===== config.mk =====
export PLATFORM = sky130hd
export DESIGN_NAME = tfd_front
export DESIGN_NICKNAME = d
export VERILOG_FILES = /design/src/tfd_pkg.sv /design/src/tfd_front.sv
export SDC_FILE = /design/constraint.sdc
export NUM_CORES = 1
export LEC_CHECK = 0
export BUFFER_PORTS_ARGS = -buffer_cell sky130_fd_sc_hd__buf_4
export CAP_MARGIN = 30
export CORE_MARGIN = 2
export CORE_UTILIZATION = 45
export CTS_CLUSTER_SIZE = 10
export DETAILED_ROUTE_END_ITERATION = 16
export GPL_TIMING_DRIVEN = 0
export PLACE_DENSITY = 0.82
export RECOVER_POWER = 100
export SLEW_MARGIN = 20
export SYNTH_ARGS = -nofsm -noshare
export SYNTH_HDL_FRONTEND = slang
export SYNTH_SLANG_ARGS = --single-unit

===== constraint.sdc =====
create_clock -name clk_i -period 0.9 [get_ports clk_i]
set_input_delay 0.135 -clock clk_i [delete_from_list [all_inputs] [get_ports clk_i]]
set_output_delay 0.135 -clock clk_i [all_outputs]
set_load 0.05 [all_outputs]

===== src/tfd_pkg.sv =====
// Shared constants, types and the arctangent table for the ToF demodulator.
// No dependencies.
package tfd_pkg;

  localparam int SAMPLE_BITS   = 12;
  localparam int CORDIC_STAGES = 16;
  localparam int TABLE_LEN     = 24;
  localparam int STAGES        = (CORDIC_STAGES < TABLE_LEN) ? CORDIC_STAGES : TABLE_LEN;

  localparam int FRAC_SHIFT = 16;
  localparam int DIFF_W     = SAMPLE_BITS + 1;
  localparam int XY_W       = SAMPLE_BITS + FRAC_SHIFT + 4;
  localparam int Z_W        = 28;
  localparam int STG_W      = 5;
  localparam int AMP_W      = SAMPLE_BITS + 5;
  localparam int CODE_W     = 8;

  // amplitude = (x * 1/K * 2^24 + 2^35) >> 36
  localparam int INV_W     = 24;
  localparam logic [INV_W-1:0] INV_GAIN = INV_W'(10188014);
  localparam int PROD_W    = XY_W - 1 + INV_W;
  localparam int AMP_SHIFT = 36;
  localparam int RND_W     = PROD_W + 1;
  localparam int AMP_RAW_W = RND_W - AMP_SHIFT;
  localparam logic [RND_W-1:0] AMP_HALF = RND_W'(1) << (AMP_SHIFT - 1);
  localparam logic [AMP_W-1:0] AMP_MAX  = '1;

  // angle in degrees * 2^20
  localparam int DEG_W = 29;
  localparam logic [DEG_W-1:0] DEG_90  = DEG_W'(90)  << 20;
  localparam logic [DEG_W-1:0] DEG_180 = DEG_W'(180) << 20;
  localparam logic [DEG_W-1:0] DEG_360 = DEG_W'(360) << 20;

  // code = (deg*255 + 180*2^20) / (45 * 2^23)
  localparam int NUM_W       = DEG_W + 8;
  localparam int DIV_SHIFT   = 23;
  localparam int QIN_W       = NUM_W - DIV_SHIFT;
  localparam int RECIP_W     = 15;
  localparam logic [RECIP_W-1:0] RECIP_45 = RECIP_W'(23302);
  localparam int RECIP_SHIFT = 20;
  localparam int QPROD_W     = QIN_W + RECIP_W;
  localparam int CRAW_W      = QPROD_W - RECIP_SHIFT;
  localparam logic [CODE_W-1:0] CODE_MAX = '1;

  // stream packing
  localparam int IN_RAW_W     = 4 * SAMPLE_BITS;
  localparam int IN_TDATA_W   = ((IN_RAW_W + 7) / 8) * 8;
  localparam int OUT_RAW_W    = 2 * DIFF_W + AMP_W + CODE_W;
  localparam int OUT_TDATA_W  = ((OUT_RAW_W + 7) / 8) * 8;
  localparam int OUT_I_LSB    = 0;
  localparam int OUT_Q_LSB    = DIFF_W;
  localparam int OUT_AMP_LSB  = 2 * DIFF_W;
  localparam int OUT_CODE_LSB = 2 * DIFF_W + AMP_W;

  typedef struct packed {
    logic signed [XY_W-1:0] x;
    logic signed [XY_W-1:0] y;
    logic signed [Z_W-1:0]  z;
  } cordic_t;

  typedef struct packed {
    logic signed [DIFF_W-1:0] in_phase;
    logic signed [DIFF_W-1:0] quadrature;
  } tag_t;

  // round(atan(2^-i) deg * 2^20)
  function automatic logic signed [Z_W-1:0] atan_q20(input int idx);
    logic signed [Z_W-1:0] v;
    unique case (idx)
      0:  v = Z_W'(47185920);
      1:  v = Z_W'(27855475);
      2:  v = Z_W'(14718068);
      3:  v = Z_W'(7471121);
      4:  v = Z_W'(3750058);
      5:  v = Z_W'(1876857);
      6:  v = Z_W'(938658);
      7:  v = Z_W'(469357);
      8:  v = Z_W'(234682);
      9:  v = Z_W'(117342);
      10: v = Z_W'(58671);
      11: v = Z_W'(29335);
      12: v = Z_W'(14668);
      13: v = Z_W'(7334);
      14: v = Z_W'(3667);
      15: v = Z_W'(1833);
      16: v = Z_W'(917);
      17: v = Z_W'(458);
      18: v = Z_W'(229);
      19: v = Z_W'(115);
      20: v = Z_W'(57);
      21: v = Z_W'(29);
      22: v = Z_W'(14);
      23: v = Z_W'(7);
      default: v = '0;
    endcase
    return v;
  endfunction

endpackage


===== src/tfd_front.sv =====
// Input stage: I/Q differences and the folded CORDIC start vector.
// Depends on tfd_pkg.
module tfd_front import tfd_pkg::*; (
  input  logic                          clk_i,
  input  logic                          rst_ni,
  input  logic                          en_i,
  input  logic                          valid_i,
  input  logic signed [SAMPLE_BITS-1:0] s0_i,
  input  logic signed [SAMPLE_BITS-1:0] s180_i,
  input  logic signed [SAMPLE_BITS-1:0] s90_i,
  input  logic signed [SAMPLE_BITS-1:0] s270_i,
  output logic                          valid_o,
  output cordic_t                       vec_o,
  output tag_t                          tag_o
);

  logic signed [DIFF_W-1:0] i_diff, q_diff;
  logic [DIFF_W-1:0]        i_mag, q_mag;
  logic                     valid_q;
  cordic_t                  vec_d, vec_q;
  tag_t                     tag_d, tag_q;

  always_comb begin
    i_diff = DIFF_W'(s0_i) - DIFF_W'(s180_i);
    q_diff = DIFF_W'(s90_i) - DIFF_W'(s270_i);
    i_mag  = i_diff[DIFF_W-1] ? DIFF_W'(-i_diff) : DIFF_W'(i_diff);
    q_mag  = q_diff[DIFF_W-1] ? DIFF_W'(-q_diff) : DIFF_W'(q_diff);
    vec_d.x = {{(XY_W-DIFF_W-FRAC_SHIFT){1'b0}}, q_mag, {FRAC_SHIFT{1'b0}}};
    vec_d.y = {{(XY_W-DIFF_W-FRAC_SHIFT){1'b0}}, i_mag, {FRAC_SHIFT{1'b0}}};
    vec_d.z = '0;
    tag_d.in_phase   = i_diff;
    tag_d.quadrature = q_diff;
  end

  always_ff @(posedge clk_i or negedge rst_ni) begin
    if (!rst_ni) begin
      valid_q <= 1'b0;
    end else if (en_i) begin
      valid_q <= valid_i;
    end
  end

  always_ff @(posedge clk_i) begin
    if (en_i) begin
      vec_q <= vec_d;
      tag_q <= tag_d;
    end
  end

  assign valid_o = valid_q;
  assign vec_o   = vec_q;
  assign tag_o   = tag_q;

endmodule


==> Word level (Yosys, flattened, before mapping) <==
Cells that the tools add are included.
{ "totals": {"reg_bits": 53, "latch_bits": 0, "ramBits": 0, "mem_bits_ro": 0, "inputBits": 52, "out_inout_bits": 119, "word_cells": 13, "mem_count": 0} }
{ "classes": {"n_addsub": 4, "n_mul": 0, "n_div": 0, "magnitude_cmp": 0, "n_eq_ne": 0, "shifts": 0, "n_mux": 2, "bitwise": 0, "reduce_logical": 0} }
{ "op_table": {"columns": ["cell", "count"], "rows": [
  ["$neg 13->13", 2],
  ["$sub 12x12->13", 2],
  ["$mux 12", 2]
]} }

==> Longest topological paths before layout <==
{ "depth": {"word_depth": 3, "mapped_depth": 12, "depth_no_buf": 11} }

==> Worst setup path before layout <==
No wires, ideal clock.
{ "synth_path": {"path_kind": "in2reg", "start": "input port s0_i[0]", "end": "register vec_q (netlist bit vec_o[53]), data pin", "setup_ns": 0.263, "arrival_ns": 2.328, "required_ns": 0.637, "setup_slack_ns": -1.692, "stages": 11, "n_path_buf": 0, "cell_sequence": "inv_1 ha_1 inv_1 fa_1 a21oi_2 o211ai_2 o41ai_2 xnor2_1 or4_4 o21a_1 xor2_1"} }
{ "synth_via": {"elab_chain_len": 3} }
{ "synth_rtl": {"columns": ["item", "line", "rtl"], "rows": [
  ["start, declared", "tfd_front.sv:8", "input logic signed [SAMPLE_BITS-1:0] s0_i,"],
  ["$sub 12x12->13", "tfd_front.sv:24", "i_diff = DIFF_W'(s0_i) - DIFF_W'(s180_i);"],
  ["via i_diff[8]", "tfd_front.sv:17", "logic signed [DIFF_W-1:0] i_diff, q_diff;"],
  ["$neg 13->13", "tfd_front.sv:26", "i_mag = i_diff[DIFF_W-1] ? DIFF_W'(-i_diff) : DIFF_W'(i_diff);"],
  ["$mux 12", "tfd_front.sv:26", null],
  ["via i_mag[9]", "tfd_front.sv:18", "logic [DIFF_W-1:0] i_mag, q_mag;"],
  ["end signal, assigned", "tfd_front.sv:45", "vec_q <= vec_d;"],
  ["end, declared", "tfd_front.sv:20", "cordic_t vec_d, vec_q;"]
]} }
The timed path passes the listed nets, and every way through them passes these cells.
A chain may end at the register's enable or synchronous reset.

==> Worst setup path in the final report <==
{ "layout_path": {"start": "input port s180_i[1]", "end": "register vec_q (netlist bit vec_o[53]), data pin"} }
{ "layout_via": {"elab_chain_len": 3} }
{ "layout_rtl": {"columns": ["item", "line", "rtl"], "rows": [
  ["start, declared", "tfd_front.sv:9", "input logic signed [SAMPLE_BITS-1:0] s180_i,"],
  ["$sub 12x12->13", "tfd_front.sv:24", null],
  ["via i_diff[3]", "tfd_front.sv:17", null],
  ["$neg 13->13", "tfd_front.sv:26", null],
  ["$mux 12", "tfd_front.sv:26", null],
  ["via i_mag[9]", "tfd_front.sv:18", null]
]} }
The timed path passes the listed nets, and every way through them passes these cells.

==> impl_metrics.ini <==
[timing]
max-slew-margin-rel_pct = 52.7
max_slew.worst_pin.slew_ps = 710
fin_skew_ps = 0
period_needed_ps = 2360
finalSetupViolCount = 101
whs_ps = 59.3
grt_setup_unrepaired = true
finalHoldViolations = 0
final_max_slew_viol_count = 0
setup_ws_ps = -1460
clock.fmax_mhz = 424
min_period_over_period_pct = 262

[status]
violations = negative setup slack
status = complete, but fails checks

[synthesis]
synth_edf_count = 50
synthesis.area_mm2 = 0.00380
synth_ff_type = edfxtp_1
syn_area_per_cell_um2 = 10.1
synth_area_leader_cell = edfxtp_1
ys_seq_elements = 51
syn_inst = 377
synth_area_leaders = edfxtp_1, buf_4, ha_1, xnor2_1, inv_1
synth_top_area_share_pct = 39.5
synth_seq_area_share_pct = 40.2
ys_types = 55
async_reset_ff_share_pct = 1.96
ys_warn_count = 0

[route]
routed_wl_um = 12900
first_iter_violations = 146
first_pass_iters = 5
drc = 0
ant_nets = 0
viasPerCell = 5.09
wl_per_cell_um = 18.3
num_vias = 3604

[global_route]
antenna_found_initial = 0
grt_pass1_wl_um = 16800
overflow = 0
track_usage_pct = 24.2
grt_max_degree = 52
grt_pass1_vias = 3508

[critical_path]
end_kind = flop
crit_arrival_ps = 2420
cp-start-kind = primary input
crit_required_ps = 960
crit_path_max_fanout = 5
slowest_stage = or4_4
criticalPathCategory = primary input to flop
max_stage_delay_ps = 560
worstPathCellList = buf_4, inv_2, ha_4, nor2b_4, o21a_1, or3_4, and2_1, buf_6, or4_4, o21a_1, xor2_1
crit_top_cell = o21a_1

[clock_tree]
cts.sinks = 51
htree_levels = 2
cts_max_path_buffers = 2
clkTransAtPathRegs_ps = 90
numCtsBuffers = 5
root_buffer = clkbuf_8
worstSkewPairLatency_ps = 310
tritoncts = done

[die]
initial_core_util_pct = 46.2
rows = 33
dieHeight_um = 95.9
fp.dieArea_mm2 = 0.00919
core-area_mm2 = 0.00822
io_pins = 171
die-width_um = 95.9

[finish]
num_antenna_cells = 0
final_util_pct = 83.6
nNetsFinal = 682
multi_input_area_mm2 = 0.00282
layout-drive-gt1-share_pct = 61.0
syn_to_final_growth_pct = 80.8
final-seq-area_mm2 = 0.00153
fillers = 398

[flow_run]
maxCapViolations = 0

[place]
port_buffers = 104
hpwl_um = 6420
gp_congestion = 0.836
pre_cts_ws_ps = -1980

[power_and_ir_drop]
cellLeakagePower_nw = 3.04
peakVddDrop_mv = 0.831
cellPowerDensity_mw_per_mm2 = 1830

[hold_path]
hold_path_class = primary input to flop
layout by cell type, fill, tap and decap left out, types with 6 or more instances in the layout:
| master | count |
|---|---|
| a21oi_2 | 7 |
| a21oi_4 | 10 |
| buf_4 | 136 |
| buf_6 | 79 |
| buf_8 | 9 |
| conb_1 | 66 |
| edfxtp_1 | 50 |
| ha_1 | 10 |
| ha_4 | 14 |
| inv_1 | 21 |
| inv_2 | 13 |
| nand2_1 | 11 |
| nand3_1 | 9 |
| nor2_1 | 6 |
| o21ai_0 | 7 |
| xnor2_1 | 11 |
| xnor2_2 | 6 |
| xor2_1 | 6 |
sequential cells by signal, summed over array words and instances (netlist names):
name     count
vec_o       26
valid_o      1
tag_o       24
cell usage after synthesis, types with 2 or more instances:
cell / n
fa_1: 2
a31oi_1: 3
xnor2_1: 19
inv_1: 40
o21a_1: 5
nor3_1: 6
o21ai_0: 9
o31ai_1: 3
nand3_1: 10
buf_4: 70
o21bai_1: 2
nor2_1: 15
edfxtp_1: 50
nor4_1: 3
and2_1: 4
nand2_1: 19
xor2_1: 13
nor2b_1: 5
mux2_2: 2
a21oi_1: 19
o21ai_1: 6
a21o_1: 3
o2111ai_1: 2
clkbuf_1: 3
ha_1: 26
a21oi_2: 2
or3_1: 4
nand4_1: 2
a211oi_1: 2
nand2b_1: 3
metrics by stage:
| step | area [um^2] | instances | power, mW | setup TNS [ps] |
|---|---|---|---|---|
| 5_1_grt | 6870 | 708 | 13.0 | -57500 |
| 6_report | 6870 | 708 | 12.5 | -53930 |
| 4_1_cts | 6550 | 697 | 11.6 | -46150 |
| 3_5_place_dp | 5400 | 651 | 8.84 | -67960 |
| 3_3_place_gp | 5400 | 651 | 8.74 | -65840 |
| 2_1_floorplan | 4490 | 442 | 7.60 | -45940 |
area by class of cell:
type                       count  share of cell area, %
timing repair buffer         155                   21.9
clock inverter                 2                  0.546
buffer                        72                   8.20
tap                          105                   1.91
multi-input combinational    277                   41.1
inverter                      40                   3.02
clock buffer                   6                   1.06
sequential                    51                   22.2
kinds of logic (layout without fill, tap and decap cells):
family,count (synthesis),after routing,synth area share [%]
buffers and inverters,114,275,18.4
AND/OR/NAND/NOR,79,79,10.7
other,1,66,0.0987
multiplexers,3,3,0.856
adder cells (fa/ha/maj),28,28,9.62
AO/OA/AOI/OAI,69,69,12.8
flip-flops,51,51,40.2
XOR/XNOR,32,32,7.38
layer usage:
metal  track usage, %  wire length (um)  vias up
met1             27.9              4560     1673
met4             11.5               580        0
met5                0                 0        -
met2             43.6              6720      246
li1                 -                 -     1635
met3             3.76              1080       50
worst paths after layout:
kind | from | cells past startpoint | slack [ps] | endpoint
max | s180_i[1] | 11 | -1460 | vec_o[53]
min | valid_i | 2 | 60 | valid_o
max reg2reg | valid_o | 1 | 120 | valid_o
min reg2reg | valid_o | 1 | 540 | valid_o
max in group asynchronous | rst_ni | 2 | 660 | valid_o
min in group asynchronous | rst_ni | 2 | 140 | valid_o
where the power goes:
group | internal, mW | switching, mW | leakage (nW)
sequential | 3.22 | 0.239 | 0.499
clock | 0.831 | 0.839 | 0.0514
combinational | 2.95 | 4.47 | 2.49
total | 7.00 | 5.54 | 3.04
critical path: cells and delay by family:
kind                       cells  cell delay, ps
and+or+nand+nor                4            1220
AOI/OAI and AO/OA              2             390
buffers and inverters          3             330
adders and majority gates      1             190
xor gates and xnor gates       1             160
repair_timing:
item | CTS | global route
endpoints found under the hold margin | 1 | 0
setup buffers | 39 | 12
hold buffers | 1 | 0
resized for setup | 156 | 49
cloned | 1 | 0
endpoints found under the setup margin | 100 | 100
pin swaps | 50 | 27
No activity file was read; power rests on OpenSTA's default activity.
