<file path="src/tfd_pkg.sv">
// Shared constants, types and the arctangent table for the ToF demodulator.
// No dependencies.
package tfd_pkg;

  localparam int SAMPLE_BITS   = 12;
  localparam int CORDIC_STAGES = 16;
  localparam int TABLE_LEN     = 24;
  localparam int STAGES        = (CORDIC_STAGES < TABLE_LEN) ? CORDIC_STAGES : TABLE_LEN;

  localparam int FRAC_SHIFT = 16;
  localparam int DIFF_W     = SAMPLE_BITS + 1;
  localparam int XY_W       = SAMPLE_BITS + FRAC_SHIFT + 4;
  localparam int Z_W        = 28;
  localparam int STG_W      = 5;
  localparam int AMP_W      = SAMPLE_BITS + 5;
  localparam int CODE_W     = 8;

  // amplitude = (x * 1/K * 2^24 + 2^35) >> 36
  localparam int INV_W     = 24;
  localparam logic [INV_W-1:0] INV_GAIN = INV_W'(10188014);
  localparam int PROD_W    = XY_W - 1 + INV_W;
  localparam int AMP_SHIFT = 36;
  localparam int RND_W     = PROD_W + 1;
  localparam int AMP_RAW_W = RND_W - AMP_SHIFT;
  localparam logic [RND_W-1:0] AMP_HALF = RND_W'(1) << (AMP_SHIFT - 1);
  localparam logic [AMP_W-1:0] AMP_MAX  = '1;

  // angle in degrees * 2^20
  localparam int DEG_W = 29;
  localparam logic [DEG_W-1:0] DEG_90  = DEG_W'(90)  << 20;
  localparam logic [DEG_W-1:0] DEG_180 = DEG_W'(180) << 20;
  localparam logic [DEG_W-1:0] DEG_360 = DEG_W'(360) << 20;

  // code = (deg*255 + 180*2^20) / (45 * 2^23)
  localparam int NUM_W       = DEG_W + 8;
  localparam int DIV_SHIFT   = 23;
  localparam int QIN_W       = NUM_W - DIV_SHIFT;
  localparam int RECIP_W     = 15;
  localparam logic [RECIP_W-1:0] RECIP_45 = RECIP_W'(23302);
  localparam int RECIP_SHIFT = 20;
  localparam int QPROD_W     = QIN_W + RECIP_W;
  localparam int CRAW_W      = QPROD_W - RECIP_SHIFT;
  localparam logic [CODE_W-1:0] CODE_MAX = '1;

  // stream packing
  localparam int IN_RAW_W     = 4 * SAMPLE_BITS;
  localparam int IN_TDATA_W   = ((IN_RAW_W + 7) / 8) * 8;
  localparam int OUT_RAW_W    = 2 * DIFF_W + AMP_W + CODE_W;
  localparam int OUT_TDATA_W  = ((OUT_RAW_W + 7) / 8) * 8;
  localparam int OUT_I_LSB    = 0;
  localparam int OUT_Q_LSB    = DIFF_W;
  localparam int OUT_AMP_LSB  = 2 * DIFF_W;
  localparam int OUT_CODE_LSB = 2 * DIFF_W + AMP_W;

  typedef struct packed {
    logic signed [XY_W-1:0] x;
    logic signed [XY_W-1:0] y;
    logic signed [Z_W-1:0]  z;
  } cordic_t;

  typedef struct packed {
    logic signed [DIFF_W-1:0] in_phase;
    logic signed [DIFF_W-1:0] quadrature;
  } tag_t;

  // round(atan(2^-i) deg * 2^20)
  function automatic logic signed [Z_W-1:0] atan_q20(input int idx);
    logic signed [Z_W-1:0] v;
    unique case (idx)
      0:  v = Z_W'(47185920);
      1:  v = Z_W'(27855475);
      2:  v = Z_W'(14718068);
      3:  v = Z_W'(7471121);
      4:  v = Z_W'(3750058);
      5:  v = Z_W'(1876857);
      6:  v = Z_W'(938658);
      7:  v = Z_W'(469357);
      8:  v = Z_W'(234682);
      9:  v = Z_W'(117342);
      10: v = Z_W'(58671);
      11: v = Z_W'(29335);
      12: v = Z_W'(14668);
      13: v = Z_W'(7334);
      14: v = Z_W'(3667);
      15: v = Z_W'(1833);
      16: v = Z_W'(917);
      17: v = Z_W'(458);
      18: v = Z_W'(229);
      19: v = Z_W'(115);
      20: v = Z_W'(57);
      21: v = Z_W'(29);
      22: v = Z_W'(14);
      23: v = Z_W'(7);
      default: v = '0;
    endcase
    return v;
  endfunction

endpackage

</file>
<file path="src/tfd_post.sv">
// Back end: gain correction, quadrant unfold and angle byte, four stages.
// Depends on tfd_pkg. Last stage is the output register.
module tfd_post import tfd_pkg::*; (
  input  logic                     clk_i,
  input  logic                     rst_ni,
  input  logic                     en_i,
  input  logic                     valid_i,
  input  cordic_t                  vec_i,
  input  tag_t                     tag_i,
  output logic                     valid_o,
  output logic signed [DIFF_W-1:0] in_phase_o,
  output logic signed [DIFF_W-1:0] quadrature_o,
  output logic [AMP_W-1:0]         amplitude_o,
  output logic [CODE_W-1:0]        angle_code_o
);

  logic [3:0] valid_q;

  // stage 1: clamp, multiply by 1/K, unfold angle
  logic              zero_vec, i_neg, q_neg;
  logic [XY_W-2:0]   x_clamp;
  logic [DEG_W-1:0]  z_clamp, deg_d, deg_q;
  logic [PROD_W-1:0] prod_d, prod_q;
  tag_t              tag1_q;

  always_comb begin
    zero_vec = (tag_i.in_phase == '0) && (tag_i.quadrature == '0);
    i_neg    = tag_i.in_phase[DIFF_W-1];
    q_neg    = tag_i.quadrature[DIFF_W-1];
    if (zero_vec || vec_i.x[XY_W-1]) begin
      x_clamp = '0;
    end else begin
      x_clamp = vec_i.x[XY_W-2:0];
    end
    if (vec_i.z[Z_W-1]) begin
      z_clamp = '0;
    end else if (DEG_W'(vec_i.z) > DEG_90) begin
      z_clamp = DEG_90;
    end else begin
      z_clamp = DEG_W'(vec_i.z);
    end
    if (zero_vec) begin
      deg_d = '0;
    end else if (!q_neg && !i_neg) begin
      deg_d = z_clamp;
    end else if (q_neg && !i_neg) begin
      deg_d = DEG_180 - z_clamp;
    end else if (q_neg) begin
      deg_d = DEG_180 + z_clamp;
    end else begin
      deg_d = DEG_360 - z_clamp;
    end
    prod_d = PROD_W'(x_clamp) * PROD_W'(INV_GAIN);
  end

  // stage 2: round and saturate amplitude; scale angle numerator
  logic [RND_W-1:0]     amp_rnd;
  logic [AMP_RAW_W-1:0] amp_raw;
  logic [AMP_W-1:0]     amp_d, amp2_q, amp3_q;
  logic [NUM_W-1:0]     num_d, num_q;
  tag_t                 tag2_q, tag3_q;

  always_comb begin
    amp_rnd = RND_W'(prod_q) + AMP_HALF;
    amp_raw = amp_rnd[RND_W-1:AMP_SHIFT];
    amp_d   = (amp_raw > AMP_RAW_W'(AMP_MAX)) ? AMP_MAX : amp_raw[AMP_W-1:0];
    num_d   = NUM_W'(deg_q) * NUM_W'(255) + NUM_W'(DEG_180);
  end

  // stage 3: divide by 45 through the reciprocal
  logic [QPROD_W-1:0] qprod_d, qprod_q;
  logic [CRAW_W-1:0]  code_raw;
  logic [CODE_W-1:0]  code_d;

  always_comb begin
    qprod_d  = QPROD_W'(num_q[NUM_W-1:DIV_SHIFT]) * QPROD_W'(RECIP_45);
    code_raw = qprod_q[QPROD_W-1:RECIP_SHIFT];
    code_d   = (code_raw > CRAW_W'(CODE_MAX)) ? CODE_MAX : code_raw[CODE_W-1:0];
  end

  always_ff @(posedge clk_i or negedge rst_ni) begin
    if (!rst_ni) begin
      valid_q <= '0;
    end else if (en_i) begin
      valid_q <= {valid_q[2:0], valid_i};
    end
  end

  always_ff @(posedge clk_i) begin
    if (en_i) begin
      prod_q       <= prod_d;
      deg_q        <= deg_d;
      tag1_q       <= tag_i;
      amp2_q       <= amp_d;
      num_q        <= num_d;
      tag2_q       <= tag1_q;
      amp3_q       <= amp2_q;
      qprod_q      <= qprod_d;
      tag3_q       <= tag2_q;
      in_phase_o   <= tag3_q.in_phase;
      quadrature_o <= tag3_q.quadrature;
      amplitude_o  <= amp3_q;
      angle_code_o <= code_d;
    end
  end

  assign valid_o = valid_q[3];

endmodule

</file>
<file path="config.mk">
export PLATFORM = sky130hd
export DESIGN_NAME = tfd_post
export DESIGN_NICKNAME = d
export VERILOG_FILES = /design/src/tfd_pkg.sv /design/src/tfd_post.sv
export SDC_FILE = /design/constraint.sdc
export NUM_CORES = 2
export LEC_CHECK = 0
export ABC_AREA = 1
export BUFFER_PORTS_ARGS = -buffer_cell sky130_fd_sc_hd__buf_2
export CORE_MARGIN = 2
export CORE_UTILIZATION = 54
export CTS_CLUSTER_DIAMETER = 50
export DETAILED_ROUTE_END_ITERATION = 10
export PLACE_DENSITY = 0.72
export SLEW_MARGIN = 20
export SYNTH_ARGS = -nofsm -noshare
export SYNTH_HDL_FRONTEND = slang
export SYNTH_SLANG_ARGS = --single-unit
</file>
<file path="constraint.sdc">
create_clock -name clk_i -period 9.6 [get_ports clk_i]
set_clock_uncertainty 0.1 [all_clocks]
set_input_delay 0 -clock clk_i [delete_from_list [all_inputs] [get_ports clk_i]]
set_output_delay 0 -clock clk_i [all_outputs]
set_load 0.02 [all_outputs]
</file>
# Yosys cells after proc, flatten, opt, wreduce, memory -nomap -nowiden
# Index checks and enable logic that the tools add are counted.
# totals
regBits	315
latchBits	0
ramBits	0
rom_bits	0
elab_cells	42
mem_count	0
# op_classes
addsub	5
n_mul	3
div	0
n_lt_le_gt_ge	3
n_eq_ne	0
shifts	0
n_mux	6
bitwise	0
n_reduce_logical	8
# op_table
cell	n
two-way mux 29 bit	3
adder 55 x 36 -> 56 bit, second input constant	1
multiplier 31 x 23 -> 54 bit, second input constant	1
two-way mux 27 bit	2
adder 37 x 28 -> 37 bit, second input constant	1
multiplier 29 x 8 -> 37 bit, second input constant	1
two-way mux 31 bit	1
adder 28 x 29 -> 29 bit, first input constant	1
> comparator 29 x 27 -> 1 bit, second input constant	1
subtractor 28 x 29 -> 29 bit, first input constant	1
subtractor 29 bit, first input constant	1
multiplier 14 x 14 -> 28 bit, second input constant	1
logical NOT 13 bit	2
> comparator 20 x 17 -> 1 bit, second input constant	1
> comparator 9 x 8 -> 1 bit, second input constant	1
logical AND 1 bit	3
logical NOT 1 bit	2
logical OR 1 bit	1

# Longest topological paths before layout
# depth
word_depth	7
mapped_depth	37
depth_no_buf	37

# Least setup slack after synthesis
# No wires, ideal clock.
# synth_timing
path_type	input-to-reg
startpoint	input port tag_i[13] (netlist name)
endpoint	register prod_q[53], data pin
setup_time_ns	0.265
arrival_ns	6.604
t_required_ns	9.235
path_slack_ns	2.631
path_stages	32
path_buffers	3
cell_sequence	nor2_1 -> nand2_1 -> nor4_1 -> nand3_2 -> inv_2 -> nor2_4 -> buf_6 -> buf_2 -> buf_2 -> nand2_1 -> inv_1 -> fa_1 -> inv_1 -> fa_1 -> inv_1 -> fa_1 -> fa_1 -> fa_1 -> fa_1 -> inv_1 -> fa_1 -> inv_1 -> ha_1 -> a21oi_1 -> inv_1 -> a31oi_1 -> o21ai_0 -> a21oi_1 -> nand3_1 -> a21oi_1 -> o21ai_0 -> xor2_1
# synth_between
elab_chain_len	5
# synth_rtl
element	line_no	text
from (decl)	tfd_post.sv:9	input tag_t tag_i,
logical NOT 13 bit	tfd_post.sv:27	zero_vec = (tag_i.in_phase == '0) && (tag_i.quadrature == '0);
logical AND 1 bit	tfd_post.sv:27	
logical OR 1 bit	tfd_post.sv:30	if (zero_vec || vec_i.x[XY_W-1]) begin
two-way mux 31 bit	tfd_post.sv:30	
multiplier 31 x 23 -> 54 bit	tfd_post.sv:53	prod_d = PROD_W'(x_clamp) * PROD_W'(INV_GAIN);
net prod_d[53]	tfd_post.sv:23	logic [PROD_W-1:0] prod_d, prod_q;
to (signal assigned)	tfd_post.sv:91	prod_q <= prod_d;
to (decl)	tfd_post.sv:23	
# The timed path passes the listed nets, and every way through them passes these cells.
# A chain may end at the register's enable or synchronous reset.

# Worst setup path in the final report
# layout_timing
startpoint	input port tag_i[18] (netlist name)
endpoint	register prod_q[53], data pin
# Same word-level chain as after synthesis.

==> results.json <==
{
  "cts_resized": 0,
  "wl_met1_mm": 30.7,
  "synth_fa_ha_area_frac": 0.488,
  "fin_crit_ns": 8.27,
  "drt-total-wl_mm": 72.9,
  "yosysUniqueCellTypes": 57,
  "hold_class": "primary input to flop",
  "avgSynthCellArea_um2": 9.80,
  "io_pins": 174,
  "reg2reg_to": "qprod_q[28]",
  "seq_area_frac_synth": 0.220,
  "crit_type": "primary input to flop",
  "cts.sinks": 239,
  "dieArea_um2": 62100,
  "path_max_fanout": 8,
  "nets": 4623,
  "h-tree-depth": 1,
  "cts_made_buffers": 29,
  "rrSetupSlack_ns": 3.87,
  "hold_path_end": "tag1_q[9]",
  "synth_fp_nets": 4392,
  "gr-usage-all-layers": 0.243,
  "setup_viol": 0,
  "clk_pin_slew_ns": 0.07,
  "ys_warn_count": 0,
  "clock.fmax_mhz": 121,
  "grt_pass1_vias": 23800,
  "post_cts_buffers": 0,
  "drt_iter0_markers": 1321,
  "rsz0062_at_grt": "false",
  "fillCellCount": 5033,
  "timing.rr.start": "num_q[26]",
  "fp.dieH_um": 249,
  "synth-simple-area-share": 0.0935,
  "mostFrequentLayoutCells": "904 x inv_1, 512 x fa_1, 447 x ha_1",
  "synth_compound_area_frac": 0.0695,
  "grt_pass1_wl_mm": 120,
  "endpoint_kind": "flop",
  "drc": 0,
  "finalMaxSlewViolations": 0,
  "holdBufCountCts": 67,
  "hpwl_mm": 61.7,
  "worstHoldStart": "tag_i[9]",
  "slowest_delay_ns": 0.59,
  "clock-root-buffer": "clkbuf_16",
  "avgViaCountPerCell": 5.20,
  "tightest_slew_ns": 0.924,
  "timing.critical_path.required_ns": 9.80,
  "relSlewSlack": 0.384,
  "wl_per_cell_um": 16.8,
  "cts_tree": "done",
  "start_util": 0.548,
  "yosys-mux-area-fraction": 0.000694,
  "rows": 89,
  "cp_slowest_cell": "fa_1",
  "max-cap-violations": 0,
  "r2r_cells": 18,
  "dr.pass1.iters": 7,
  "layout_commonest_cell": "inv_1",
  "core-area_um2": 59200,
  "ys_ff_latch": 239,
  "crit_path_start_kind": "primary input",
  "area_delta_synth_final_pct": 10.1,
  "fin_tns_setup_ns": 0,
  "whs_path_depth": 2,
  "overflow": 0,
  "finalCritPeriodShare": 0.861,
  "clock_path_buffers": 3,
  "final_layout_size_suffix_gt1_frac": 0.0724,
  "crit_arrival_ns": 8.47,
  "synth_top_family_by_area": "adder cells",
  "clock_latency_ns": 0.58,
  "wl_met3_mm": 3.75,
  "wl_met2_mm": 35.6,
  "hold_violations": 0,
  "ant_nets": 0,
  "antenna_found_initial": 3,
  "synth-xor-area-share": 0.0192,
  "grt_max_degree": 104,
  "maxUsedRoutingLayer": "met4",
  "syn_area_um2": 32500,
  "place_congestion": 0.973,
  "status": "complete, no violations",
  "io_buffer_count": 141,
  "num_vias": 22600,
  "die_w_um": 249,
  "syn_inst": 3311
}
-- registers in the layout (all words and copies together) (netlist names), 8 cells and up --
| name | flops |
|---|---|
| amplitude_o | 17 |
| quadrature_o | 13 |
| num_q | 14 |
| deg_q | 29 |
| amp2_q | 17 |
| in_phase_o | 13 |
| angle_code_o | 8 |
| tag1_q | 26 |
| tag3_q | 26 |
| prod_q | 20 |
| tag2_q | 26 |
| amp3_q | 17 |
| qprod_q | 9 |
-- cells by family (layout without fill, tap and decap cells) --
family,count (synthesis),after routing
AOI/OAI and AO/OA,393,393
xor gates and xnor gates,71,71
adders and majority gates,959,959
buffers and inverters,928,1181
DFF,239,239
muxes,2,2
other,0,2
and+or+nand+nor,719,719
-- how the worst max path moves through the flow --
| stage | endpoint | slack (ns) | cells past startpoint | start |
|---|---|---|---|---|
| 2_1_floorplan | prod_q[53] | 2.63 | 32 | tag_i[13] |
| 3_3_place_gp | prod_q[53] | 1.40 | 33 | tag_i[13] |
| 3_5_place_dp | prod_q[53] | 1.25 | 30 | tag_i[13] |
| 4_1_cts | prod_q[53] | 1.28 | 31 | tag_i[13] |
| 5_1_grt | prod_q[53] | 0.87 | 36 | tag_i[13] |
| 6_report | prod_q[53] | 1.33 | 33 | tag_i[18] |
-- synth_stat cells (all sizes together) --
| cell type | number | area [um2] |
|---|---|---|
| inv | 914 | 3430 |
| xor2 | 52 | 455 |
| a211oi | 7 | 52.6 |
| o221ai | 3 | 26.3 |
| nor3 | 20 | 105 |
| o21a | 12 | 90.1 |
| o41ai | 8 | 70.1 |
| nand3 | 37 | 200 |
| a31oi | 29 | 181 |
| fa | 512 | 10200 |
| nor4 | 15 | 113 |
| a221oi | 1 | 8.76 |
| clkbuf | 2 | 7.51 |
| a21o | 11 | 83.8 |
| a2111oi | 1 | 8.76 |
| nor2 | 227 | 887 |
| and3 | 6 | 37.5 |
| nand3b | 1 | 7.51 |
| edfxtp | 235 | 7060 |
| o21ai | 117 | 597 |
| o211ai | 7 | 52.6 |
| o31ai | 3 | 22.5 |
| a41oi | 1 | 8.76 |
| clkinv | 1 | 3.75 |
| buf | 11 | 86.3 |
| or2 | 15 | 93.8 |
| o2111ai | 2 | 17.5 |
| a21boi | 4 | 30.0 |
| a31o | 5 | 43.8 |
| nand4 | 17 | 106 |
| and2 | 3 | 18.8 |
| o22ai | 1 | 6.26 |
| a21oi | 167 | 847 |
| o21bai | 14 | 109 |
| mux2 | 2 | 22.5 |
| xnor2 | 19 | 166 |
| ha | 447 | 5590 |
| nand2 | 378 | 1470 |
| dfrtp | 4 | 100 |
-- through the flow --
| stage | worst slack [ns] | util | cell area [um2] | hold slack, ns | cells |
|---|---|---|---|---|---|
| 2_1_floorplan | 2.63 | - | 32500 | -0.396 | 3311 |
| 3_3_place_gp | 1.40 | 0.575 | 34100 | -0.291 | 4217 |
| 4_1_cts | 1.28 | 0.603 | 35700 | 0.0255 | 4337 |
| 6_report | 1.33 | 0.603 | 35700 | 0.0560 | 4339 |
| 5_1_grt | 0.874 | 0.603 | 35700 | 0.0569 | 4339 |
| 3_5_place_dp | 1.25 | 0.575 | 34100 | -0.287 | 4217 |
-- critical path: cells and delay by family --
| kind | cells | cell delay, ns |
|---|---|---|
| xor+xnor | 1 | 0.18 |
| buf+inv | 9 | 1.45 |
| fa+ha+maj | 8 | 3.70 |
| compound gates | 5 | 1.07 |
| simple gates | 10 | 2.03 |
-- layout make-up --
| type | count | area (um2) | share of cell area |
|---|---|---|---|
| inverter | 915 | 3430 | 0.0961 |
| timing repair buffer | 213 | 1420 | 0.0398 |
| antenna | 2 | 5.00 | 0.000140 |
| clock inverter | 21 | 233 | 0.00651 |
| multi-input combinational | 2144 | 21800 | 0.609 |
| clock buffer | 32 | 737 | 0.0206 |
| tap | 773 | 967 | 0.0271 |
| sequential | 239 | 7160 | 0.200 |
-- per-layer routing --
| layer | GRT usage | vias to the layer above |
|---|---|---|
| li1 | - | 10800 |
| met1 | 0.316 | 10900 |
| met2 | 0.418 | 632 |
| met3 | 0.0328 | 178 |
| met4 | 0.0859 | 0 |
| met5 | 0 | - |
Power is left out: the tool's default activity adds up to more than one toggle a clock period on the data nets, which glitch-free logic cannot reach.
