File: config.mk
export PLATFORM = sky130hd
export DESIGN_NAME = tfd_cordic_cell
export DESIGN_NICKNAME = d
export VERILOG_FILES = /design/src/tfd_pkg.sv /design/src/tfd_cordic_cell.sv
export SDC_FILE = /design/constraint.sdc
export NUM_CORES = 1
export LEC_CHECK = 0
export BUFFER_PORTS_ARGS = -buffer_cell sky130_fd_sc_hd__buf_2
export CORE_AREA = 2 2 244 246
export DETAILED_ROUTE_END_ITERATION = 12
export DIE_AREA = 0 0 246 248
export PLACE_DENSITY = 0.5
export SYNTH_ARGS = -nofsm -noshare
export SYNTH_HDL_FRONTEND = slang
export SYNTH_SLANG_ARGS = --single-unit
File: constraint.sdc
create_clock -name clk_i -period 1.8 [get_ports clk_i]
set_clock_uncertainty 0.2 [all_clocks]
set_input_delay 0.09 -clock clk_i [delete_from_list [all_inputs] [get_ports clk_i]]
set_output_delay 0.09 -clock clk_i [all_outputs]
set_load 0.05 [all_outputs]
File: src/tfd_pkg.sv
// Shared constants, types and the arctangent table for the ToF demodulator.
// No dependencies.
package tfd_pkg;

  localparam int SAMPLE_BITS   = 12;
  localparam int CORDIC_STAGES = 16;
  localparam int TABLE_LEN     = 24;
  localparam int STAGES        = (CORDIC_STAGES < TABLE_LEN) ? CORDIC_STAGES : TABLE_LEN;

  localparam int FRAC_SHIFT = 16;
  localparam int DIFF_W     = SAMPLE_BITS + 1;
  localparam int XY_W       = SAMPLE_BITS + FRAC_SHIFT + 4;
  localparam int Z_W        = 28;
  localparam int STG_W      = 5;
  localparam int AMP_W      = SAMPLE_BITS + 5;
  localparam int CODE_W     = 8;

  // amplitude = (x * 1/K * 2^24 + 2^35) >> 36
  localparam int INV_W     = 24;
  localparam logic [INV_W-1:0] INV_GAIN = INV_W'(10188014);
  localparam int PROD_W    = XY_W - 1 + INV_W;
  localparam int AMP_SHIFT = 36;
  localparam int RND_W     = PROD_W + 1;
  localparam int AMP_RAW_W = RND_W - AMP_SHIFT;
  localparam logic [RND_W-1:0] AMP_HALF = RND_W'(1) << (AMP_SHIFT - 1);
  localparam logic [AMP_W-1:0] AMP_MAX  = '1;

  // angle in degrees * 2^20
  localparam int DEG_W = 29;
  localparam logic [DEG_W-1:0] DEG_90  = DEG_W'(90)  << 20;
  localparam logic [DEG_W-1:0] DEG_180 = DEG_W'(180) << 20;
  localparam logic [DEG_W-1:0] DEG_360 = DEG_W'(360) << 20;

  // code = (deg*255 + 180*2^20) / (45 * 2^23)
  localparam int NUM_W       = DEG_W + 8;
  localparam int DIV_SHIFT   = 23;
  localparam int QIN_W       = NUM_W - DIV_SHIFT;
  localparam int RECIP_W     = 15;
  localparam logic [RECIP_W-1:0] RECIP_45 = RECIP_W'(23302);
  localparam int RECIP_SHIFT = 20;
  localparam int QPROD_W     = QIN_W + RECIP_W;
  localparam int CRAW_W      = QPROD_W - RECIP_SHIFT;
  localparam logic [CODE_W-1:0] CODE_MAX = '1;

  // stream packing
  localparam int IN_RAW_W     = 4 * SAMPLE_BITS;
  localparam int IN_TDATA_W   = ((IN_RAW_W + 7) / 8) * 8;
  localparam int OUT_RAW_W    = 2 * DIFF_W + AMP_W + CODE_W;
  localparam int OUT_TDATA_W  = ((OUT_RAW_W + 7) / 8) * 8;
  localparam int OUT_I_LSB    = 0;
  localparam int OUT_Q_LSB    = DIFF_W;
  localparam int OUT_AMP_LSB  = 2 * DIFF_W;
  localparam int OUT_CODE_LSB = 2 * DIFF_W + AMP_W;

  typedef struct packed {
    logic signed [XY_W-1:0] x;
    logic signed [XY_W-1:0] y;
    logic signed [Z_W-1:0]  z;
  } cordic_t;

  typedef struct packed {
    logic signed [DIFF_W-1:0] in_phase;
    logic signed [DIFF_W-1:0] quadrature;
  } tag_t;

  // round(atan(2^-i) deg * 2^20)
  function automatic logic signed [Z_W-1:0] atan_q20(input int idx);
    logic signed [Z_W-1:0] v;
    unique case (idx)
      0:  v = Z_W'(47185920);
      1:  v = Z_W'(27855475);
      2:  v = Z_W'(14718068);
      3:  v = Z_W'(7471121);
      4:  v = Z_W'(3750058);
      5:  v = Z_W'(1876857);
      6:  v = Z_W'(938658);
      7:  v = Z_W'(469357);
      8:  v = Z_W'(234682);
      9:  v = Z_W'(117342);
      10: v = Z_W'(58671);
      11: v = Z_W'(29335);
      12: v = Z_W'(14668);
      13: v = Z_W'(7334);
      14: v = Z_W'(3667);
      15: v = Z_W'(1833);
      16: v = Z_W'(917);
      17: v = Z_W'(458);
      18: v = Z_W'(229);
      19: v = Z_W'(115);
      20: v = Z_W'(57);
      21: v = Z_W'(29);
      22: v = Z_W'(14);
      23: v = Z_W'(7);
      default: v = '0;
    endcase
    return v;
  endfunction

endpackage

File: src/tfd_cordic_cell.sv
// One vectoring CORDIC micro-rotation, registered; I/Q tag rides along.
// Depends on tfd_pkg.
module tfd_cordic_cell import tfd_pkg::*; (
  input  logic                  clk_i,
  input  logic                  rst_ni,
  input  logic                  en_i,
  input  logic [STG_W-1:0]      stage_i,
  input  logic signed [Z_W-1:0] atan_i,
  input  logic                  valid_i,
  input  cordic_t               vec_i,
  input  tag_t                  tag_i,
  output logic                  valid_o,
  output cordic_t               vec_o,
  output tag_t                  tag_o
);

  logic signed [XY_W-1:0] xs, ys;
  logic                   valid_q;
  cordic_t                vec_d, vec_q;
  tag_t                   tag_q;

  always_comb begin
    xs = vec_i.x >>> stage_i;
    ys = vec_i.y >>> stage_i;
    if (!vec_i.y[XY_W-1]) begin
      vec_d.x = vec_i.x + ys;
      vec_d.y = vec_i.y - xs;
      vec_d.z = vec_i.z + atan_i;
    end else begin
      vec_d.x = vec_i.x - ys;
      vec_d.y = vec_i.y + xs;
      vec_d.z = vec_i.z - atan_i;
    end
  end

  always_ff @(posedge clk_i or negedge rst_ni) begin
    if (!rst_ni) begin
      valid_q <= 1'b0;
    end else if (en_i) begin
      valid_q <= valid_i;
    end
  end

  always_ff @(posedge clk_i) begin
    if (en_i) begin
      vec_q <= vec_d;
      tag_q <= tag_i;
    end
  end

  assign valid_o = valid_q;
  assign vec_o   = vec_q;
  assign tag_o   = tag_q;

endmodule

Word-level counts from Yosys, hierarchy flattened

Index checks and enable logic that the tools add are counted.

Add/subtract/negate cells: 6
Shift-type cells: 2
Muxes and demuxes: 1

Operator list:

| kind                                           | count |
|---|---|
| 92-bit two-way mux                             | 1 |
| 32-bit adder                                   | 2 |
| 32-bit by 5-bit >>> shifter with 32-bit output | 2 |
| 32-bit subtractor                              | 2 |
| 28-bit adder                                   | 1 |
| 28-bit subtractor                              | 1 |

Bits of input ports: 155
Output and inout port bits: 119
Bits in registers: 119

Longest topological paths before layout

Gate-level depths: netlist of the first run.

Word-level depth: 3
Gate-level depth with buffers: 28
Depth with buffers taken out: 24

Worst setup path before layout of the first run

Ideal clock, no wire load.

Path kind: input to register
Start: input port stage_i[0]
End: register vec_q, in the netlist vec_o[91] (data pin)
Buffers on the path: 3
Stages: 25
Slack: -3.863 ns
Arrival time: 5.195 ns
Required time: 1.332 ns
Cell sequence: buf_6 buf_6 buf_2 mux4_2 mux2i_1 o22ai_1 a211o_1 inv_1 ha_1 nand3_1 nor4_1 and2_1 nand2_1 o31a_1 o21ai_0 ha_1 o21ai_0 nand2b_1 and3_1 a21oi_1 o311ai_0 o221ai_1 o22ai_1 o41ai_1 xnor3_1

RTL lines:

| element                | line                  | source |
|---|---|---|
| start: declaration     | tfd_cordic_cell.sv:7  | `input logic [STG_W-1:0] stage_i,` |
| end signal: assignment | tfd_cordic_cell.sv:46 | `vec_q <= vec_d;` |
| end: declaration       | tfd_cordic_cell.sv:19 | `cordic_t vec_d, vec_q;` |

==> results of run 1 <==
-- cells by family after synthesis --
family                   after synthesis  synth area share
adder cells (fa/ha/maj)              102           0.08979
AND/OR/NAND/NOR                      433            0.1465
multiplexers                         168            0.2002
buffers and inverters                115           0.03867
XOR/XNOR                             153           0.09360
AO/OA/AOI/OAI                        411            0.1845
flip-flops                           119            0.2467
-- cell usage after synthesis, types with 5 or more instances --
cell	n
a21o_1	23
and2_1	12
buf_6	6
nor2_1	132
buf_4	8
inv_1	42
buf_1	8
nand4_1	5
xnor2_1	110
nor4_1	13
nor3b_1	5
a31oi_1	17
nand3_1	26
o22ai_1	15
nor2b_1	19
a211oi_1	17
mux2_2	22
a22oi_1	6
o211ai_1	15
buf_2	20
edfxtp_1	118
nor3_1	35
nand2_1	117
clkbuf_1	28
mux2i_1	53
mux4_2	81
a21oi_1	126
o21a_1	26
or2_2	9
mux4_1	10
and3_1	13
a211o_1	5
ha_1	99
o221ai_1	5
o21bai_1	7
nand2b_1	20
o21ai_0	80
xor2_1	42
-- critical path, cell delays in order --
cell and delay, ns:
buf_16 0.12, buf_6 0.11, mux4_2 0.54, mux4_2 0.49, nand2_2 0.08, o311a_1 0.23, nand4_1 0.15, and4b_2 0.36
inv_2 0.05, o21ai_2 0.12, xnor2_1 0.15, ha_1 0.28, a21o_1 0.18, a21o_1 0.19, a2111oi_4 0.33, o211a_1 0.25
o21ai_2 0.08, a31o_2 0.24, a21oi_4 0.14, o21ai_2 0.08, and3_1 0.19, a311o_1 0.31
-- layout make-up --
class / instances / area [µm²]
multi-input combinational: 1267 / 11860
fill: 5725 / 33140
sequential: 119 / 3568
tap: 773 / 967.2
clock buffer: 17 / 425.4
inverter: 43 / 163.9
clock inverter: 15 / 180.2
timing repair buffer: 1071 / 8153
antenna: 3 / 7.507
-- worst paths after layout --
path	cells after the start	slack [ns]	startpoint	end
setup / recovery	22	-2.93	stage_i[0]	vec_o[58]$_DFFE_PP_
hold / removal	2	-0.17	vec_i[1]	vec_o[1]$_DFFE_PP_
setup reg to reg	2	0.31	valid_o$_DFFE_PN0P_	valid_o$_DFFE_PN0P_
hold reg to reg	2	0.84	valid_o$_DFFE_PN0P_	valid_o$_DFFE_PN0P_
max in group asynchronous	3	1.08	rst_ni	valid_o$_DFFE_PN0P_
min in group asynchronous	3	0.22	rst_ni	valid_o$_DFFE_PN0P_
-- per-stage QoR --
step           area (µm²)  total power [mW]
2_1_floorplan       14880             10.60
3_3_place_gp        21650             14.97
3_5_place_dp        21650             15.04
4_1_cts             24740             20.29
5_1_grt             25320             21.76
6_report            25330             20.66
-- routing by layer --
| metal | track usage | vias up |
|---|---|---|
| li1 | - | 7828 |
| met1 | 0.2658 | 8173 |
| met2 | 0.3746 | 495 |
| met3 | 0.03904 | 118 |
| met4 | 0.08984 | 10 |
| met5 | 0 | - |
-- power breakdown --
part / switching (mW) / internal, mW
sequential: 0.155 / 3.89
clock: 1.67 / 2.10
combinational: 7.05 / 5.79
total: 8.88 / 11.8
-- flip-flops by register name, indices dropped and copies added, names as in the netlist --
signal   flops
valid_o      1
tag_o       26
vec_o       92
-- repair_timing --
action                     CTS  global route
hold endpoints to repair   172             7
setup buffers               83            32
gates cloned                 9             0
gates resized for setup    296            93
setup endpoints to repair   90            89
pin swaps                  147            77
==> out/results.tsv, run 1 <==
metric	value	unit
status	finished with violations	
violations	hold timing, setup timing	
dr.pass1.iters	5	
relSlewSlack	0.5190	
die-area	61010	µm²
final_cell_mix	buf_4 (694), buf_2 (261), edfxtp_1 (118)	
synth_nets	1758	
root_buffer	clkbuf_16	
final_nets	2776	
core_area	58460	µm²
rsz0062_at_grt	yes	
drtIter0Drc	968	
grt_max_degree	44	
drt-met1-wl	28170	µm
maxUsedRoutingLayer	met5	
portBuffers	273	
synth_area_leader_cell	edfxtp_1	
syn_inst	1501	
maxCapViolations	0	
clk_latency	0.48	ns
crit_path_max_fanout	5	
cts.sinks	119	
synth_area	14460	µm²
synth-main-ff-cell	edfxtp_1	
post-route-min-period	4.733	ns
slew_viol_final	0	
grt-ovfl-total	0	
ant_nets	0	
grt_pass1_wl	99860	µm
worstHoldPathType	input pin to flip-flop	
cp_data_required_time	1.84	ns
fin_setup_tns	-155.34	ns
yosysUniqueCellTypes	92	
wl_per_cell	20.31	µm
vdd_drop_max	0.8010	mV
h-tree-depth	4	
mostFrequentLayoutCell	buf_4	
crit_arrival	4.77	ns
finalNonFillerCells	3308	
drc	0	
whs	-0.1738	ns
die_x	246	µm
start_util	0.2474	
start_kind	input pin	
ys_warn_count	0	
synth_edf_count	118	
antenna_found_initial	7	
io_pins	274	
worst-setup-path-type	input pin to flip-flop	
p_per_area	815.6	nW/µm²
ys_seq_elements	119	
globalplace.congestion	0.9533	
ys_async_sr_fraction	0.008403	
wirelength	67180	µm
utilization	0.4332	
setup_violations	87	
place_ws	-4.024	ns
grt_pass1_vias	17247	
dp_hpwl	51420	µm
p_leak	11.17	nW
dr_wl_met3	3635	µm
worstSetupEndpointType	flip-flop	
postCtsHoldBufs	40	
post-route-period-util	2.629	
rows	89	
layout_setup_ws	-2.933	ns
die_height	248	µm
cts.path.max_buffers	2	
cts_made_buffers	17	
num_vias	16624	
final_hold_viol_count	10	
layout-drive-gt1-share	0.5723	
grtUsageTotal	0.2171	
place_inst	3117	
viasPerCell	5.025	
cts_tree	yes	
netlist.area_leader.share	0.2450	
yosys-top-cells-area	edfxtp_1 (24%), mux4_2 (13%), ha_1 (8.6%), xnor2_1 (6.7%), a21oi_1 (4.4%)	
ys_seq_area_frac	0.2467	
wl_met2	32890	µm
tightestPinTransition	0.7215	ns
clkTransAtPathRegs	0.07	ns
fmax	211.3	MHz
avgSynthCellArea	9.636	µm²
area_growth	75.10	%
(Power assumes the default switching activity.)
==> run 2, diff against run 1 <==
--- a/config.mk
+++ b/config.mk
@@ -6,9 +6,9 @@
 export NUM_CORES = 1
 export LEC_CHECK = 0
 export BUFFER_PORTS_ARGS = -buffer_cell sky130_fd_sc_hd__buf_2
-export CORE_AREA = 2 2 244 246
+export CORE_AREA = 2 2 314 192
 export DETAILED_ROUTE_END_ITERATION = 12
-export DIE_AREA = 0 0 246 248
+export DIE_AREA = 0 0 316 194
 export PLACE_DENSITY = 0.5
 export SYNTH_ARGS = -nofsm -noshare
 export SYNTH_HDL_FRONTEND = slang
==> run 2 against run 1 <==
The flow still finishes with violations (hold timing, setup timing). Sequential cell count unchanged. First-iteration DRC count up 9.9%. Non-clock buffer count up 42. Critical path depth up 6. Combinational power up 3%. Critical path type unchanged. Largest cell class unchanged. Highest routed layer unchanged.
==> out/results.tsv, run 2 (same netlist as run 1, synthesis figures left out) <==
metric	value	unit	change
status	finished with violations		unchanged
violations	hold timing, setup timing		unchanged
final_hold_viol_count	6		was 10
mostFrequentLayoutCell	buf_4		unchanged
multi_input_area	12070	µm²	was 11860 µm²
core_area	58450	µm²	was 58460 µm²
portBuffers	273		unchanged
seqCellArea	3568	µm²	unchanged
grt_pass1_vias	16918		was 17247
relSlewSlack	0.5499		was 0.5190
rows	69		was 89
viasPerCell	4.989		was 5.025
fillers	5628		was 5725
die_height	194	µm	was 248 µm
start_kind	input pin		unchanged
wl_per_cell	20.83	µm	was 20.31 µm
tightestPinTransition	0.6681	ns	was 0.7215 ns
grt_pass1_wl	103400	µm	was 99860 µm
final_nets	2818		was 2776
p_per_area	807.8	nW/µm²	was 815.6 nW/µm²
drc	0		unchanged
cts.sinks	119		unchanged
h-tree-depth	4		unchanged
grt_max_degree	55		was 44
rsz0062_at_grt	yes		unchanged
drtIter0Drc	1064		was 968
place_inst	3147		was 3117
grtUsageTotal	0.2238		was 0.2171
dp_hpwl	54830	µm	was 51420 µm
whs	-0.1829	ns	was -0.1738 ns
largest_reg_flops	92		unchanged
drt-met1-wl	33040	µm	was 28170 µm
post-route-min-period	5.023	ns	was 4.733 ns
slew_viol_final	0		unchanged
die_x	316	µm	was 246 µm
dr_wl_met3	6339	µm	was 3635 µm
crit_path_max_fanout	6		was 5
maxCapViolations	0		unchanged
setup_violations	89		was 87
crit_arrival	5.04	ns	was 4.77 ns
num_vias	16754		was 16624
die-area	61300	µm²	was 61010 µm²
antenna_found_initial	5		was 7
cts_tree	yes		unchanged
p_leak	11.36	nW	was 11.17 nW
vdd_drop_max	0.5514	mV	was 0.8010 mV
worstSetupEndpointType	flip-flop		unchanged
root_buffer	clkbuf_16		unchanged
post-route-period-util	2.790		was 2.629
layout_setup_ws	-3.223	ns	was -2.933 ns
fmax	199.1	MHz	was 211.3 MHz
start_util	0.2475		was 0.2474
ant_nets	0		unchanged
worst-setup-path-type	input pin to flip-flop		unchanged
layout-drive-gt1-share	0.5862		was 0.5723
final_cell_mix	buf_4 (711), buf_2 (264), edfxtp_1 (118)		was buf_4 (694), buf_2 (261), edfxtp_1 (118)
cp_slowest_stage_delay	0.42	ns	was 0.54 ns
globalplace.congestion	0.9553		was 0.9533
io_pins	274		unchanged
worstHoldPathType	input pin to flip-flop		unchanged
clkTransAtPathRegs	0.08	ns	was 0.07 ns
postCtsHoldBufs	37		was 40
dr.pass1.iters	7		was 5
cts_made_buffers	17		unchanged
area_growth	78.73	%	was 75.10%
wirelength	69930	µm	was 67180 µm
clk_latency	0.45	ns	was 0.48 ns
slowest_stage	mux4_2		unchanged
grt-ovfl-total	0		unchanged
finalNonFillerCells	3358		was 3308
wl_met2	29550	µm	was 32890 µm
cp_data_required_time	1.82	ns	was 1.84 ns
cts.path.max_buffers	2		unchanged
maxUsedRoutingLayer	met5		unchanged
[run 2: cell types whose count changed in the layout (fill, tap and decap cells not counted), moves of 5 or more]
cell     change
o21ai_2      -7
ha_4        +10
buf_4       +17
nor2_1       +5
xnor2_1      -6
nand2_2      +6
ha_1         -7
nand2_1      -6
buf_6       +28
o21ai_4      +7
[run 2: path summary, 6_finish.rpt]
kind                                  endpoint                start  slack, ns  cells after the start
min in group asynchronous  valid_o$_DFFE_PN0P_               rst_ni       0.27                      3
max reg2reg                valid_o$_DFFE_PN0P_  valid_o$_DFFE_PN0P_       0.32                      2
max in group asynchronous  valid_o$_DFFE_PN0P_               rst_ni       1.03                      3
max                        vec_o[91]$_DFFE_PP_           stage_i[0]      -3.22                     28
min reg2reg                valid_o$_DFFE_PN0P_  valid_o$_DFFE_PN0P_       0.84                      2
min                        vec_o[28]$_DFFE_PP_            vec_i[28]      -0.18                      2
[run 2: timing repair]
item / in CTS / in global routing
pin swaps: 174 / 137
hold endpoints to repair: 106 / 4
buffers inserted: 109 / 46
cloned: 5 / 0
endpoints found under the setup margin: 90 / 89
resized for setup: 280 / 155
[run 2: through the flow]
step	power, mW	instance area (µm²)	util	setup WS, ns	TNS, ns
finish	20.88	25850	0.4423	-3.223	-174.46
detailed placement	15.20	21810	0.3732	-4.068	-237.89
CTS	20.28	24850	0.4252	-3.212	-167.07
global route	22.02	25850	0.4422	-3.397	-185.25
floorplan	10.60	14880	-	-3.241	-169.68
global placement	15.14	21810	0.3732	-3.966	-235.59
[run 2: area by class of cell]
| cell class | instances | share of cell area |
|---|---|---|
| repair buffers | 1113 | 0.3280 |
| clock inverters | 15 | 0.006147 |
| multi-input cells | 1267 | 0.4668 |
| flip-flops and latches | 119 | 0.1380 |
| diodes | 3 | 0.0002904 |
| well taps | 781 | 0.03780 |
| inverters | 43 | 0.006534 |
| clock buffers | 17 | 0.01646 |
[run 2: power by group]
group / total (mW) / internal (mW) / switching, mW / leakage (nW)
Clock: 3.60 / 1.96 / 1.64 / 0.279
Sequential: 4.04 / 3.89 / 0.149 / 1.17
Combinational: 13.2 / 5.97 / 7.27 / 9.92
[run 2: metal layers]
| layer | vias up | track usage |
|---|---|---|
| met1 | 8219 | 0.3205 |
| met3 | 65 | 0.07594 |
| met4 | 4 | 0.04318 |
| li1 | 7909 | - |
| met2 | 557 | 0.3246 |
| met5 | - | 0 |
[run 2: worst max-delay path, delay by kind of cell]
kind | cells | cell delay [ns]
AOI/OAI and AO/OA | 9 | 1.55
xor gates and xnor gates | 2 | 0.43
adders and majority gates | 1 | 0.31
buffers and inverters | 8 | 0.98
muxes | 3 | 0.79
and+or+nand+nor | 5 | 0.85
==> run 3, diff against run 2 <==
==> constraint.sdc (replaced) <==
create_clock -name clk_i -period 6.26 [get_ports clk_i]
set_clock_uncertainty 0.2 [all_clocks]
set_input_delay 0.313 -clock clk_i [delete_from_list [all_inputs] [get_ports clk_i]]
set_output_delay 0.313 -clock clk_i [all_outputs]
set_load 0.05 [all_outputs]
==> run 3 against run 2 <==
The run now ends clean. Largest power group unchanged. Sequential share of layout area grew 4.1 points. Routed wire length shrank 12%. Combinational power shrank 78%. Highest routed layer unchanged. Clock-buffer cell count grew 1. Final cell count shrank 14%. Hold slack gained 0.25 ns. Global-route usage shrank 2.4 points. Power shrank 75%.
==> out/results.tsv, run 3 (same netlist as run 1, synthesis figures left out) <==
metric	value	unit	change
status	finished clean		was finished with violations
core_area	58450	µm²	unchanged
vdd_drop_max	0.1638	mV	was 0.5514 mV
grt_max_degree	67		was 55
final_nets	2334		was 2818
die_x	316	µm	unchanged
drc	0		unchanged
cp_top_family	compound AO/OA/AOI/OAI gates		unchanged
finalNonFillerCells	2875		was 3358
worstSetupEndpointType	flip-flop		unchanged
fmax	167.4	MHz	
place_ws	-0.2164	ns	was -4.068 ns
largest_reg_flops	92		unchanged
die_height	194	µm	unchanged
post-route-min-period	5.973	ns	
cts.path.max_buffers	2		unchanged
cts_setup_buffers	0		was 109
worstHoldPathType	input pin to flip-flop		unchanged
layout-drive-gt1-share	0.3651		was 0.5862
cp_slowest_stage_delay	0.50	ns	was 0.42 ns
grtUsageTotal	0.1998		was 0.2238
tightestPinTransition	0.8375	ns	was 0.6681 ns
wl_per_cell	21.49	µm	was 20.83 µm
crit_path_max_fanout	20		was 6
wirelength	61770	µm	was 69930 µm
viasPerCell	5.168		was 4.989
grt_pass1_wl	91860	µm	was 103400 µm
p_per_area	260.1	nW/µm²	was 807.8 nW/µm²
setup_violations	0		was 89
drtIter0Drc	1483		was 1064
cp.buffers_inverters	5		was 8
ant_nets	0		unchanged
antenna_found_initial	7		was 5
slowest_stage	a21oi_1		was mux4_2
cts_tree	yes		unchanged
p_leak	8.535	nW	was 11.36 nW
root_buffer	clkbuf_16		unchanged
num_vias	14857		was 16754
io_pins	274		unchanged
final_cell_mix	buf_4 (319), buf_2 (269), nor2_1 (132)		was buf_4 (711), buf_2 (264), edfxtp_1 (118)
h-tree-depth	4		unchanged
crit_chain	buf_4 -> buf_4 -> mux4_1 -> buf_4 -> a21oi_1 -> a221o_1 -> and4_1 -> and4b_1 -> inv_1 -> o21ai_0 -> xnor2_1 -> ha_1 -> a21o_1 -> a21oi_1 -> nor2_1 -> a211oi_1 -> a21oi_1 -> buf_4 -> a2111oi_0 -> o21bai_1 -> a21o_1 -> a31o_2 -> xor2_1		
grt_pass1_vias	14274		was 16918
die-area	61300	µm²	unchanged
layout_setup_ws	0.2866	ns	was -3.223 ns
area_growth	38.10	%	was 78.73%
worst-setup-path-type	input pin to flip-flop		unchanged
final_hold_viol_count	0		was 6
crit_arrival	5.97	ns	was 5.04 ns
portBuffers	273		unchanged
mostFrequentLayoutCell	buf_4		unchanged
cts_made_buffers	17		unchanged
dr.pass1.iters	5		was 7
cpMostUsedCell	buf_4		
place_inst	2809		was 3147
relSlewSlack	0.4365		was 0.5499
slew_viol_final	0		unchanged
clk_latency	0.47	ns	was 0.45 ns
cp_data_required_time	6.26	ns	was 1.82 ns
start_util	0.2475		unchanged
post-route-period-util	0.9542		
globalplace.congestion	0.9464		was 0.9553
grt-ovfl-total	0		unchanged
rows	69		unchanged
rsz0062_at_grt	no		was yes
maxCapViolations	0		unchanged
clkTransAtPathRegs	0.07	ns	was 0.08 ns
dp_hpwl	49610	µm	was 54830 µm
cts.sinks	119		unchanged
start_kind	input pin		unchanged
run 3: per-stage QoR:
step / util / setup TNS (ns) / cell area [µm²] / hold WS [ns] / power, mW
after floorplan: - / 0 / 14460 / -0.1826 / 2.974
after global placement: 0.3250 / -0.2039 / 19000 / -0.1127 / 4.000
after detailed placement: 0.3250 / -0.2964 / 19000 / -0.1105 / 4.003
after CTS: 0.3413 / 0 / 19950 / 0.01494 / 5.247
after global routing: 0.3417 / 0 / 19970 / 0.04561 / 5.498
final: 0.3417 / 0 / 19970 / 0.06255 / 5.196
run 3: worst paths after layout:
kind	start	endpoint	slack, ns	cells past startpoint
setup / recovery	stage_i[1]	vec_o[57]$_DFFE_PP_	0.29	23
hold / removal	vec_i[1]	vec_o[1]$_DFFE_PP_	0.06	2
setup reg to reg	valid_o$_DFFE_PN0P_	valid_o$_DFFE_PN0P_	5.32	1
hold reg to reg	valid_o$_DFFE_PN0P_	valid_o$_DFFE_PN0P_	0.31	1
max in group asynchronous	rst_ni	valid_o$_DFFE_PN0P_	5.27	3
min in group asynchronous	rst_ni	valid_o$_DFFE_PN0P_	0.49	3
run 3: routing by layer:
layer / vias up / track usage / part of all wire
met5: - / 0 / 0.00034
met1: 7187 / 0.2991 / 0.48
met4: 4 / 0.03932 / 0.014
met3: 63 / 0.05840 / 0.095
li1: 6972 / - / -
met2: 631 / 0.2804 / 0.41
run 3: final cells by class:
class / instances / area [µm²]
Clock inverter: 14 / 222.7
Tap cell: 781 / 977.2
Inverter: 43 / 161.4
Timing Repair Buffer: 629 / 4253
Clock buffer: 18 / 429.2
Antenna cell: 4 / 10.01
Sequential cell: 119 / 3568
Multi-Input combinational cell: 1267 / 10350
Fill cell: 6011 / 38470
run 3: report_power, final:
group          switching, mW  leakage, nW  internal [mW]
sequential            0.0417         1.17           1.12
combinational           1.76         7.05           1.11
clock                  0.453        0.313          0.711
run 3: timing repair:
action / CTS / global route
gates resized for setup: 0 / 4
hold endpoints to repair: 29 / 0
hold buffers: 30 / 0
setup endpoints to repair: 0 / 5
